[src/hw/rtl/dda_pkg.sv]
// Shared types and constants of the DDA line rasterizer.
package dda_pkg;

   localparam int COORD_BITS  = 11;
   localparam int FRAC_BITS   = 16;
   localparam int POS_BITS    = COORD_BITS + FRAC_BITS;
   localparam int STEP_BITS   = FRAC_BITS + 2;
   localparam int QUEUE_DEPTH = 4;

   localparam logic REQ_START = 1'b0;
   localparam logic REQ_NEXT  = 1'b1;

   typedef logic [COORD_BITS-1:0] coord_type;
   typedef logic [STEP_BITS-1:0]  step_type;
   typedef logic [POS_BITS-1:0]   pos_type;

   typedef struct packed {
      logic      req_type;
      coord_type start_x;
      coord_type start_y;
      coord_type end_x;
      coord_type end_y;
   } req_item_type;

   typedef struct packed {
      logic      pixel_valid;
      coord_type pixel_x;
      coord_type pixel_y;
      logic      last_pixel;
   } rsp_item_type;

   typedef struct packed {
      logic      is_start;
      logic      line_nonzero;
      coord_type start_x;
      coord_type start_y;
      coord_type end_x;
      coord_type end_y;
      step_type  step_x;
      step_type  step_y;
   } cmd_item_type;

endpackage

[src/hw/rtl/dda_front.sv]
// Request front end: accepts requests and works out the line steps by division.
module dda_front (
   input  logic                  clock,
   input  logic                  reset,
   input  logic                  req_push,
   output logic                  req_full,
   input  dda_pkg::req_item_type req_data,
   output logic                  cmd_push,
   output dda_pkg::cmd_item_type cmd_data,
   input  logic                  cmd_full
);

   localparam int C        = dda_pkg::COORD_BITS;
   localparam int F        = dda_pkg::FRAC_BITS;
   localparam int CNT_BITS = $clog2(F + 2);

   typedef enum logic [2:0] {
      ST_IDLE   = 3'b001,
      ST_DIVIDE = 3'b010,
      ST_PUSH   = 3'b100
   } state_type;

   state_type state_ff, state_in;
   dda_pkg::req_item_type op_ff, op_in;
   logic neg_x_ff, neg_x_in, neg_y_ff, neg_y_in;
   logic zero_ff, zero_in;
   logic [C:0] rem_x_ff, rem_x_in, rem_y_ff, rem_y_in;
   logic [C-1:0] divisor_ff, divisor_in;
   logic [F:0] quot_x_ff, quot_x_in, quot_y_ff, quot_y_in;
   logic [CNT_BITS-1:0] cnt_ff, cnt_in;

   logic accept;
   logic [C:0] dx, dy, neg_dx, neg_dy;
   logic [C-1:0] mag_x, mag_y, max_d;
   logic bit_x, bit_y;
   logic [C:0] rem_x_after, rem_y_after;
   logic [F+1:0] qext_x, qext_y;

   assign req_full = (state_ff != ST_IDLE) || cmd_full;
   assign accept   = req_push && !req_full;

   always_comb begin
      dx     = {1'b0, req_data.end_x} - {1'b0, req_data.start_x};
      dy     = {1'b0, req_data.end_y} - {1'b0, req_data.start_y};
      neg_dx = (C+1)'(0) - dx;
      neg_dy = (C+1)'(0) - dy;
      mag_x  = dx[C] ? neg_dx[C-1:0] : dx[C-1:0];
      mag_y  = dy[C] ? neg_dy[C-1:0] : dy[C-1:0];
      max_d  = (mag_x > mag_y) ? mag_x : mag_y;
   end

   // One quotient bit per cycle; after each subtraction the remainder is below the divisor.
   always_comb begin
      bit_x       = rem_x_ff >= {1'b0, divisor_ff};
      bit_y       = rem_y_ff >= {1'b0, divisor_ff};
      rem_x_after = bit_x ? (rem_x_ff - {1'b0, divisor_ff}) : rem_x_ff;
      rem_y_after = bit_y ? (rem_y_ff - {1'b0, divisor_ff}) : rem_y_ff;
      qext_x      = {1'b0, quot_x_ff};
      qext_y      = {1'b0, quot_y_ff};
   end

   always_comb begin
      state_in   = state_ff;
      op_in      = op_ff;
      neg_x_in   = neg_x_ff;
      neg_y_in   = neg_y_ff;
      zero_in    = zero_ff;
      rem_x_in   = rem_x_ff;
      rem_y_in   = rem_y_ff;
      divisor_in = divisor_ff;
      quot_x_in  = quot_x_ff;
      quot_y_in  = quot_y_ff;
      cnt_in     = cnt_ff;
      cmd_push   = 1'b0;
      cmd_data   = '0;
      unique case (state_ff)
         ST_IDLE: begin
            if (accept) begin
               if (req_data.req_type == dda_pkg::REQ_NEXT) begin
                  cmd_push = 1'b1;
               end else begin
                  op_in      = req_data;
                  neg_x_in   = dx[C];
                  neg_y_in   = dy[C];
                  zero_in    = (max_d == '0);
                  rem_x_in   = {1'b0, mag_x};
                  rem_y_in   = {1'b0, mag_y};
                  divisor_in = max_d;
                  quot_x_in  = '0;
                  quot_y_in  = '0;
                  cnt_in     = '0;
                  state_in   = (max_d == '0) ? ST_PUSH : ST_DIVIDE;
               end
            end
         end
         ST_DIVIDE: begin
            rem_x_in  = {rem_x_after[C-1:0], 1'b0};
            rem_y_in  = {rem_y_after[C-1:0], 1'b0};
            quot_x_in = {quot_x_ff[F-1:0], bit_x};
            quot_y_in = {quot_y_ff[F-1:0], bit_y};
            cnt_in    = cnt_ff + 1'b1;
            if (cnt_ff == CNT_BITS'(F)) begin
               state_in = ST_PUSH;
            end
         end
         ST_PUSH: begin
            cmd_push              = !cmd_full;
            cmd_data.is_start     = 1'b1;
            cmd_data.line_nonzero = !zero_ff;
            cmd_data.start_x      = op_ff.start_x;
            cmd_data.start_y      = op_ff.start_y;
            cmd_data.end_x        = op_ff.end_x;
            cmd_data.end_y        = op_ff.end_y;
            cmd_data.step_x       = neg_x_ff ? ((F+2)'(0) - qext_x) : qext_x;
            cmd_data.step_y       = neg_y_ff ? ((F+2)'(0) - qext_y) : qext_y;
            if (!cmd_full) begin
               state_in = ST_IDLE;
            end
         end
         default: begin
            state_in = ST_IDLE;
         end
      endcase
   end

   always_ff @(posedge clock) begin
      if (reset) begin
         state_ff <= ST_IDLE;
      end else begin
         state_ff <= state_in;
      end
   end

   always_ff @(posedge clock) begin
      op_ff      <= op_in;
      neg_x_ff   <= neg_x_in;
      neg_y_ff   <= neg_y_in;
      zero_ff    <= zero_in;
      rem_x_ff   <= rem_x_in;
      rem_y_ff   <= rem_y_in;
      divisor_ff <= divisor_in;
      quot_x_ff  <= quot_x_in;
      quot_y_ff  <= quot_y_in;
      cnt_ff     <= cnt_in;
   end

`ifndef SYNTH
   a_busy_blocks_input: assert property (@(posedge clock) disable iff (reset)
      (state_ff != ST_IDLE) |-> req_full)
      else $error("front accepts a request while dividing");

   a_divide_ends_in_push: assert property (@(posedge clock) disable iff (reset)
      (state_ff == ST_DIVIDE && cnt_ff == CNT_BITS'(F)) |=> (state_ff == ST_PUSH))
      else $error("divider did not hand over after its last bit");
`endif

endmodule

[src/hw/rtl/dda_queue.sv]
// Short command queue between the front end and the stepping engine.
module dda_queue #(
   parameter int DEPTH = dda_pkg::QUEUE_DEPTH
) (
   input  logic                  clock,
   input  logic                  reset,
   input  logic                  push,
   input  dda_pkg::cmd_item_type wr_data,
   output logic                  full,
   input  logic                  pop,
   output dda_pkg::cmd_item_type rd_data,
   output logic                  empty
);

   localparam int PTR_BITS = (DEPTH > 1) ? $clog2(DEPTH) : 1;
   localparam int CNT_BITS = $clog2(DEPTH + 1);

   dda_pkg::cmd_item_type entry_ff [DEPTH];
   logic [PTR_BITS-1:0] wr_ptr_ff, wr_ptr_in, rd_ptr_ff, rd_ptr_in;
   logic [CNT_BITS-1:0] count_ff, count_in;
   logic do_push, do_pop;

   assign full    = (count_ff == CNT_BITS'(DEPTH));
   assign empty   = (count_ff == '0);
   assign rd_data = entry_ff[rd_ptr_ff];
   assign do_push = push && !full;
   assign do_pop  = pop && !empty;

   always_comb begin
      wr_ptr_in = wr_ptr_ff;
      rd_ptr_in = rd_ptr_ff;
      count_in  = count_ff;
      if (do_push) begin
         wr_ptr_in = (wr_ptr_ff == PTR_BITS'(DEPTH - 1)) ? '0 : wr_ptr_ff + 1'b1;
      end
      if (do_pop) begin
         rd_ptr_in = (rd_ptr_ff == PTR_BITS'(DEPTH - 1)) ? '0 : rd_ptr_ff + 1'b1;
      end
      if (do_push && !do_pop) begin
         count_in = count_ff + 1'b1;
      end else if (do_pop && !do_push) begin
         count_in = count_ff - 1'b1;
      end
   end

   always_ff @(posedge clock) begin
      if (reset) begin
         wr_ptr_ff <= '0;
         rd_ptr_ff <= '0;
         count_ff  <= '0;
      end else begin
         wr_ptr_ff <= wr_ptr_in;
         rd_ptr_ff <= rd_ptr_in;
         count_ff  <= count_in;
      end
   end

   always_ff @(posedge clock) begin
      if (do_push) begin
         entry_ff[wr_ptr_ff] <= wr_data;
      end
   end

`ifndef SYNTH
   a_no_overflow: assert property (@(posedge clock) disable iff (reset)
      !(push && full))
      else $error("command pushed into a full queue");

   a_count_bounded: assert property (@(posedge clock) disable iff (reset)
      count_ff <= CNT_BITS'(DEPTH))
      else $error("queue count beyond its depth");
`endif

endmodule

[src/hw/rtl/dda_back.sv]
// Stepping engine: holds the line state and produces one result per command.
module dda_back (
   input  logic                  clock,
   input  logic                  reset,
   input  dda_pkg::cmd_item_type cmd_data,
   input  logic                  cmd_empty,
   output logic                  cmd_pop,
   output logic                  rsp_empty,
   input  logic                  rsp_pop,
   output dda_pkg::rsp_item_type rsp_data
);

   localparam int F = dda_pkg::FRAC_BITS;
   localparam int P = dda_pkg::POS_BITS;
   localparam int S = dda_pkg::STEP_BITS;

   dda_pkg::pos_type pos_x_ff, pos_x_in, pos_y_ff, pos_y_in;
   dda_pkg::step_type step_x_ff, step_x_in, step_y_ff, step_y_in;
   dda_pkg::coord_type target_x_ff, target_x_in, target_y_ff, target_y_in;
   logic active_ff, active_in;
   logic rsp_valid_ff, rsp_valid_in;
   dda_pkg::rsp_item_type rsp_ff, rsp_in;

   dda_pkg::pos_type sum_x, sum_y;
   logic [P:0] diff_x, diff_y;
   logic near_x, near_y;

   assign cmd_pop   = !cmd_empty && (!rsp_valid_ff || rsp_pop);
   assign rsp_empty = !rsp_valid_ff;
   assign rsp_data  = rsp_ff;

   // A difference lies strictly within one whole unit when its integer part is
   // zero, or all ones with a nonzero fraction.
   always_comb begin
      sum_x  = pos_x_ff + {{(P-S){step_x_ff[S-1]}}, step_x_ff};
      sum_y  = pos_y_ff + {{(P-S){step_y_ff[S-1]}}, step_y_ff};
      diff_x = {1'b0, sum_x} - {1'b0, target_x_ff, F'(0)};
      diff_y = {1'b0, sum_y} - {1'b0, target_y_ff, F'(0)};
      near_x = (diff_x[P:F] == '0) || ((&diff_x[P:F]) && (|diff_x[F-1:0]));
      near_y = (diff_y[P:F] == '0) || ((&diff_y[P:F]) && (|diff_y[F-1:0]));
   end

   always_comb begin
      pos_x_in     = pos_x_ff;
      pos_y_in     = pos_y_ff;
      step_x_in    = step_x_ff;
      step_y_in    = step_y_ff;
      target_x_in  = target_x_ff;
      target_y_in  = target_y_ff;
      active_in    = active_ff;
      rsp_in       = rsp_ff;
      rsp_valid_in = rsp_valid_ff && !rsp_pop;
      if (cmd_pop) begin
         rsp_valid_in = 1'b1;
         rsp_in       = '0;
         if (cmd_data.is_start) begin
            pos_x_in    = {cmd_data.start_x, F'(0)};
            pos_y_in    = {cmd_data.start_y, F'(0)};
            step_x_in   = cmd_data.step_x;
            step_y_in   = cmd_data.step_y;
            target_x_in = cmd_data.end_x;
            target_y_in = cmd_data.end_y;
            active_in   = cmd_data.line_nonzero;
         end else if (active_ff) begin
            rsp_in.pixel_valid = 1'b1;
            rsp_in.pixel_x     = pos_x_ff[P-1:F];
            rsp_in.pixel_y     = pos_y_ff[P-1:F];
            rsp_in.last_pixel  = near_x && near_y;
            pos_x_in           = sum_x;
            pos_y_in           = sum_y;
            if (near_x && near_y) begin
               active_in = 1'b0;
            end
         end
      end
   end

   always_ff @(posedge clock) begin
      if (reset) begin
         active_ff    <= 1'b0;
         rsp_valid_ff <= 1'b0;
      end else begin
         active_ff    <= active_in;
         rsp_valid_ff <= rsp_valid_in;
      end
   end

   always_ff @(posedge clock) begin
      pos_x_ff    <= pos_x_in;
      pos_y_ff    <= pos_y_in;
      step_x_ff   <= step_x_in;
      step_y_ff   <= step_y_in;
      target_x_ff <= target_x_in;
      target_y_ff <= target_y_in;
      rsp_ff      <= rsp_in;
   end

`ifndef SYNTH
   a_result_held: assert property (@(posedge clock) disable iff (reset)
      (rsp_valid_ff && !rsp_pop) |=> (rsp_valid_ff && $stable(rsp_ff)))
      else $error("waiting result lost or changed");

   a_last_ends_line: assert property (@(posedge clock) disable iff (reset)
      (cmd_pop && !cmd_data.is_start && active_ff && near_x && near_y) |=> !active_ff)
      else $error("line still active after its final pixel");
`endif

endmodule

[src/hw/rtl/dda_line_rasterizer.sv]
// Top level of the DDA line rasterizer.
// A start request (req_type 0) loads two endpoints and returns an all-zero result;
// each following next request (req_type 1) returns one pixel of the line, with
// last_pixel set on the final one, and all-zero results once the line is done or
// was of zero length. The end point itself is not drawn. Next requests are taken
// one per clock while the front end is idle and the command queue has room; each
// result passes through the command queue and the result register. A start occupies
// the front end through load, quotient bits of the restoring divider and hand-over to
// the command queue (load and hand-over only for a zero-length line); requests behind
// it wait. The command queue of QUEUE_DEPTH entries lets the divider and the pixel
// stepper stall independently, and a result register parts the stepper from the output.
module dda_line_rasterizer #(
   parameter int QUEUE_DEPTH = dda_pkg::QUEUE_DEPTH
) (
   input  logic                  clock,
   input  logic                  reset,
   input  logic                  req_push,
   output logic                  req_full,
   input  dda_pkg::req_item_type req_data,
   output logic                  rsp_empty,
   input  logic                  rsp_pop,
   output dda_pkg::rsp_item_type rsp_data
);

   dda_pkg::cmd_item_type cmd_wr_data, cmd_rd_data;
   logic cmd_push, cmd_full, cmd_pop, cmd_empty;

   dda_front u_front (
      .clock    (clock),
      .reset    (reset),
      .req_push (req_push),
      .req_full (req_full),
      .req_data (req_data),
      .cmd_push (cmd_push),
      .cmd_data (cmd_wr_data),
      .cmd_full (cmd_full)
   );

   dda_queue #(
      .DEPTH (QUEUE_DEPTH)
   ) u_queue (
      .clock   (clock),
      .reset   (reset),
      .push    (cmd_push),
      .wr_data (cmd_wr_data),
      .full    (cmd_full),
      .pop     (cmd_pop),
      .rd_data (cmd_rd_data),
      .empty   (cmd_empty)
   );

   dda_back u_back (
      .clock     (clock),
      .reset     (reset),
      .cmd_data  (cmd_rd_data),
      .cmd_empty (cmd_empty),
      .cmd_pop   (cmd_pop),
      .rsp_empty (rsp_empty),
      .rsp_pop   (rsp_pop),
      .rsp_data  (rsp_data)
   );

endmodule

[config.mk]
export PLATFORM = sky130hd
export DESIGN_NAME = dda_line_rasterizer
export DESIGN_NICKNAME = d
export VERILOG_FILES = /design/src/hw/rtl/dda_pkg.sv /design/src/hw/rtl/dda_front.sv /design/src/hw/rtl/dda_queue.sv /design/src/hw/rtl/dda_back.sv /design/src/hw/rtl/dda_line_rasterizer.sv
export SDC_FILE = /design/constraint.sdc
export NUM_CORES = 1
export LEC_CHECK = 0
export ABC_CLOCK_PERIOD_IN_PS = 9050
export BUFFER_PORTS_ARGS = -buffer_cell sky130_fd_sc_hd__buf_2
export CORE_ASPECT_RATIO = 1.1
export CORE_MARGIN = 2
export CORE_UTILIZATION = 50
export DETAILED_ROUTE_END_ITERATION = 10
export PLACE_DENSITY_LB_ADDON = 0.1
export SKIP_LAST_GASP = 1
export SLEW_MARGIN = 20
export SYNTH_ARGS = -nofsm -noshare
export SYNTH_HDL_FRONTEND = slang
export SYNTH_SLANG_ARGS = --single-unit
[constraint.sdc]
create_clock -name clock -period 9.05 [get_ports clock]
set_input_delay 1.81 -clock clock [delete_from_list [all_inputs] [get_ports clock]]
set_output_delay 1.81 -clock clock [all_outputs]
set_load 0.01 [all_outputs]
== Yosys cells after proc, flatten, opt, wreduce, memory -nomap -nowiden ==
Memory sizes are Yosys's and may differ from the RTL's. A register that Yosys moved wholly into a read port is not among the register bits.
Index checks and enable logic that the tools add are counted.

* Bits in registers: 269
* Memory bits (writable): 328
* Input port bits: 49
* Output and inout bits: 26
* Word-level logic and storage cells: 152
* Memories kept: 1

* $add $sub $neg: 17
* $lt $le $gt $ge: 3
* Eq/ne operators: 12
* Mux-type cells: 47
* Bitwise operators: 2
* Reduce and logical (&&, ||, !) cells: 39

{| class="wikitable"
|+ Memories
! name !! depth !! bits a word !! rd ports !! clocked after Yosys merged registers in !! wr ports !! line !! RTL
|-
| u_queue.entry_ff || 4 || 82 || 1 || 1 || 1 || dda_queue.sv:18 || <nowiki>dda_pkg::cmd_item_type entry_ff [DEPTH];</nowiki>
|}

{| class="wikitable"
|+ Operators by type and width
! operator !! number
|-
| $mux W27 || 4
|-
| $mux W82 || 1
|-
| $pmux W17 S2 || 2
|-
| $sub A27 B27 Y28 || 2
|-
| $mux W11 || 5
|-
| $add A27 B27 Y27 || 2
|-
| $mux W12 || 4
|-
| $pmux W12 S2 || 2
|-
| $mux W18 || 2
|-
| $sub A1 B17 Y18 const A || 2
|-
| $mux W17 || 2
|-
| $reduce_or A16 Y1 || 2
|-
| $ge A12 B11 Y1 || 2
|-
| $logic_not A12 Y1 || 2
|-
| $mux W24 || 1
|-
| $reduce_and A12 Y1 || 2
|-
| $sub A11 B11 Y12 || 2
|-
| $sub A1 B11 Y11 const A || 2
|-
| $sub A11 B11 Y11 || 2
|-
| $mux W3 || 7
|-
| $gt A11 B11 Y1 || 1
|-
| $logic_not A11 Y1 || 1
|-
| $logic_and A1 B1 Y1 || 10
|-
| $mux W5 || 2
|-
| 26 further kinds || 56
|}

== Logic depth before layout (Yosys ltp) ==
* Depth in word-level cells: 11
* Depth in mapped cells: 23
* Gate-level depth less buffers: 23

== By module ==
A second synthesis with hierarchy kept.

* Cell total of the unflattened synthesis: 2194
* Area, all modules: 29821.1 um2

{| class="wikitable"
|+ Modules (own cells, without submodules)
! module !! times used !! cells an instance !! area an instance (um2) !! sequential area each (um2)
|-
| dda_queue || 1 || 478 || 12340.6 || 10029.6
|-
| dda_back || 1 || 817 || 8809.7 || 4124.0
|-
| dda_front || 1 || 899 || 8670.8 || 3693.5
|}

== Least setup slack after synthesis ==
No wires, ideal clock.

* Path type: input port to flip-flop
* Start: in req_data[11] in the netlist's numbering
* End: reg u_front.state_ff[2]
* Setup time: 67 ps
* Arrival time: 5834 ps
* Required time: 8983 ps
* Path slack: 3149 ps
* Stages on the path: 23
* Path buffers: 0
* Cells stage by stage: inv_1 ha_1 inv_1 fa_1 a21o_1 a21o_1 xnor2_1 nand3b_1 nor3_1 a31oi_1 xor2_1 inv_1 ha_1 nand4_1 nor2_1 o2bb2ai_1 nor3_1 a41oi_1 nor3_1 and3_1 nand4_1 a211oi_2 a32o_1

* Cells in the longest elaborated chain, start to end: 10

{| class="wikitable"
|+ RTL lines
! item !! line !! RTL
|-
| start, declared || dda_line_rasterizer.sv:19 || <nowiki>input dda_pkg::req_item_type req_data,</nowiki>
|-
| $sub A11 B11 Y12 * || dda_front.sv:43 || <nowiki>dx = {1'b0, req_data.end_x} - {1'b0, req_data.start_x};</nowiki>
|-
| $sub A1 B11 Y11 || dda_front.sv:45 || <nowiki>neg_dx = (C+1)'(0) - dx;</nowiki>
|-
| $mux W11 * || dda_front.sv:47 || <nowiki>mag_x = dx[C] ? neg_dx[C-1:0] : dx[C-1:0];</nowiki>
|-
| $gt A11 B11 Y1 || dda_front.sv:49 || <nowiki>max_d = (mag_x > mag_y) ? mag_x : mag_y;</nowiki>
|-
| $mux W11 * || dda_front.sv:49 ||
|-
| $logic_not A11 Y1 * || dda_front.sv:92 || <nowiki>state_in = (max_d == '0) ? ST_PUSH : ST_DIVIDE;</nowiki>
|-
| $mux W3 * || dda_front.sv:92 ||
|-
| $mux W3 * || dda_front.sv:79 || <nowiki>if (req_data.req_type == dda_pkg::REQ_NEXT) begin</nowiki>
|-
| $mux W3 * || dda_front.sv:78 || <nowiki>if (accept) begin</nowiki>
|-
| $pmux W3 S3 * || dda_front.sv:76 || <nowiki>unique case (state_ff)</nowiki>
|-
| end signal, assigned || dda_front.sv:130 || <nowiki>state_ff <= state_in;</nowiki>
|-
| end, declared || dda_front.sv:23 || <nowiki>state_type state_ff, state_in;</nowiki>
|}

Every way passes the cells marked *; elsewhere a longest branch is shown, timed or not. The select of a mux whose other input is x is not followed.
A chain may end at the register's enable or synchronous reset.

== Worst setup path in the final report ==
Same ends and word-level chain as after synthesis.

==> results by group <==
Logic synthesis
  – Syn_nets: approximately 2.3k
  – Largest area contributor in the netlist: edfxtp_1
  – Ys async rst share: 0
  – Synth cell types: 80
  – Syn Inst Count: roughly 2.1k
  – Post-synthesis sequential area ratio: 0.6053
  – Simple-gate area share of the yosys netlist: 0.09641
  – Primary FF master, synth: edfxtp_1
  – Mux contribution to synthesized area: 0.08797
  – Top cells by area, synth: edfxtp_1 (60%), mux4_2 (6.3%), ha_1 (6.0%)
  – Xor and xnor area share after synthesis: 0.04277
  – Mapped Area: ~0.029 sq mm
  – Largest family of logic cells by synthesized area: simple AND/OR/NAND/NOR gates
  – Post-synth top area share: 0.5958
  – Number of synthesized flops with an enable pin: about 590
  – Synth Area in Compound Gates: 0.07863
  – Synth warn: 0
  – Seq cells post-synth: 599
  – Post-Syn Area per Cell: 13.93 sq um
  – Area share of fa/ha/maj cells after synthesis: 0.06594

Finish
  – Area grow syn2layout: 11.72%
  – Share of cells above drive strength 1: 0.1478
  – Nets: between 2k and 2.5k
  – Antenna Cells: 0

Routing
  – DRC viols: 0
  – DRT antenna net count: 0
  – DRT Wirelength: about 64 mm
  – Vias per inst: roughly 5.7
  – WL/cell: approximately 21 um
  – Violation count after the first detailed-routing iteration: ~1.3k
  – Total number of vias: between 15k and 20k
  – First-pass DRT Iterations: 5

Worst setup path
  – Worst EP arrival: a little under 7 ns
  – Delay-heaviest family, CP: simple AND/OR/NAND/NOR gates
  – Crit Reg-Reg Endpoint: u_back.active_ff
  – Max FO, Critical Path: 15
  – CP endpoint kind: flop
  – Slowest CP cell: xnor2_1
  – WS Path Type: input pin to flop
  – Worst Reg-to-Reg Cells: 23
  – Worst Setup SP: req_data[11]
  – Critical Path Source Type: input pin
  – Buf/Inv on CP: 5
  – CP required: 9.58 ns
  – Critical Path Max Stage Delay: around 0.43 ns
  – Worst flop-to-flop path startpoint: u_back.step_y_ff[0]
  – Internal reg-to-reg setup slack: approximately 3.1 ns

Hold path
  – End of the worst hold path: u_back.rsp_valid_ff
  – Worst hold path type: flop to flop
  – Min-delay src: u_back.rsp_valid_ff
  – Hold Crit Depth: 2

Clock network
  – TritonCTS Buffers: 67
  – Post-CTS setup buffer count: 0
  – Clock Pin Slew Worst Setup and Hold Paths: 0.06 ns
  – CTS tree: yes
  – Post-CTS Hold Fix Bufs: 0
  – H-tree levels: 3
  – Clock tree buffer depth: 3
  – Clock latency on the worst-skew pair: slightly below 0.6 ns
  – PostCTS Resize Cnt: 0
  – Clock Sinks: approximately 600
  – Clk Tree Root Cell: clkbuf_16

STA
  – Worst slew pin tran: between 1 and 1.5 ns
  – Min Clock Period, post-route: 6.401 ns
  – Setup_tns: 0 ns
  – Setup Skew: roughly 0.021 ns
  – RSZ-0062 raised after global routing: false
  – Max_slew headroom: 0.3193
  – Slew Viols, Final: 0
  – Final Hold Vio Count: 0
  – Tcrit/Tclk final: 0.7073
  – Fmax: 156.2 MHz
  – Final setup fails: 0

Power and ir drop
  – Pleak: approximately 12 nW
  – Peak VDD IR: 0.2290 mV
  – PD cells: between 300 and 400 mW/mm^2
  – Power Total: ~0.012 W

Floorplanning
  – Site Rows: 93
  – Die Span Y: ~260 um
  – Core Region: just under 0.06 sq mm
  – Starting Density: 0.5048
  – Full die area: about 0.06 sq mm
  – # IOs: 75
  – Die W: around 240 um

Placed design
  – HPWL after detailed placement: ~44 mm
  – Routability congestion estimate: 0.8701
  – Port Buffer Count: between 70 and 80

GRT
  – Number of global-route vias before repair: approximately 17k
  – Largest net degree at the start of global routing: between 60 and 70
  – GRT Overall Usage: 0.2139
  – Initial antenna violation count: 3
  – First-pass GRT wire length: 100.4 mm
  – GR Overflow Total: 0

Outcome
  – Status: completed

Job
  – Max-Cap Viols: 0
## cell families after synthesis
| logic type | after synthesis |
|---|---|
| AND/OR/NAND/NOR | 547 |
| multiplexers | 153 |
| buffers and inverters | 177 |
| flip-flops | 599 |
| XOR/XNOR | 144 |
| adder cells (fa/ha/maj) | 150 |
| AO/OA/AOI/OAI | 346 |
## worst max path at each step
stage / cells after the start / to / slack [ns]
3_3_place_gp: 25 / u_front.state_ff[2] / 2.16
2_1_floorplan: 23 / u_front.state_ff[2] / 3.15
5_1_grt: 25 / u_front.state_ff[2] / 2.22
4_1_cts: 25 / u_front.state_ff[2] / 2.71
6_report: 25 / u_front.state_ff[2] / 2.65
3_5_place_dp: 25 / u_front.state_ff[2] / 2.09
## per-layer routing
layer	routed length, um	part of all wire	track usage	vias to the layer above
li1	-	-	-	8276
met1	29830	0.47	0.3048	8582
met2	30160	0.47	0.3446	338
met3	2484	0.039	0.02769	103
met4	1532	0.024	0.06865	2
met5	13	0.00020	0	-
## tightest hold or removal path, delay by kind of cell (launching register included)
family	cells	cell delay, ns
simple gates	1	0.06
compound gates	1	0.05
flops	1	0.32
## synth_stat cells, types with 34 or more instances
| cell type | number |
|---|---|
| a21o_1 | 34 |
| a21oi_1 | 88 |
| and2_1 | 103 |
| clkbuf_1 | 39 |
| edfxtp_1 | 585 |
| ha_1 | 141 |
| inv_1 | 121 |
| mux2i_1 | 45 |
| mux4_2 | 82 |
| nand2_1 | 68 |
| nor2_1 | 160 |
| nor2b_1 | 37 |
| nor3_1 | 43 |
| o21ai_0 | 73 |
| xnor2_1 | 81 |
| xor2_1 | 63 |
## sequential cells by signal, summed over array words and instances (netlist names), 3 cells and up, named ones only
register and count:
u_back.pos_x_ff 27, u_back.pos_y_ff 27, u_back.rsp_data 24, u_back.step_x_ff 18
u_back.step_y_ff 18, u_back.target_x_ff 11, u_back.target_y_ff 11, u_front.cnt_ff 5
u_front.divisor_ff 11, u_front.op_ff 44, u_front.quot_x_ff 17, u_front.quot_y_ff 17
u_front.rem_x_ff 12, u_front.rem_y_ff 12, u_front.state_ff 3, u_queue.count_ff 3
u_queue.entry_ff 328
## stage by stage
step,area (sq um),std cells,util,worst slack [ns],hold slack [ns]
after global routing,32940,3034,0.5639,2.222,0.5307
final,32940,3034,0.5639,2.649,0.4723
after CTS,32940,3034,0.5639,2.710,0.4779
after detailed placement,30770,2913,0.5268,2.087,0.4847
after global placement,30770,2913,0.5268,2.158,0.4587
after floorplan,29490,2116,-,3.149,0.4455
## placed cells by master (no fill, tap or decap), types with 74 or more instances in the layout
master    netlist  layout
inv_1         121     119
xnor2_1        81      81
ha_1          141     141
buf_2           5      74
and2_1        103      98
mux4_2         82      82
a21oi_1        88      87
edfxtp_1      585     585
nor2_1        160     157
## cell type report
class                      instances  area [sq um]
clock inverter                    29         237.7
tap                              760         950.9
clock buffer                      92          1928
sequential                       599         17850
inverter                         121         454.2
multi-input combinational       1340         11000
timing repair buffer              93         513.0
fill                            4741         25470
## power breakdown
group / internal, W / switching [W] / leakage [nW]
Clock: 0.00158 / 0.00108 / 1.04
Sequential: 0.00373 / 0.000287 / 5.89
Combinational: 0.00245 / 0.00327 / 5.27
No activity file was read; power rests on OpenSTA's default activity.
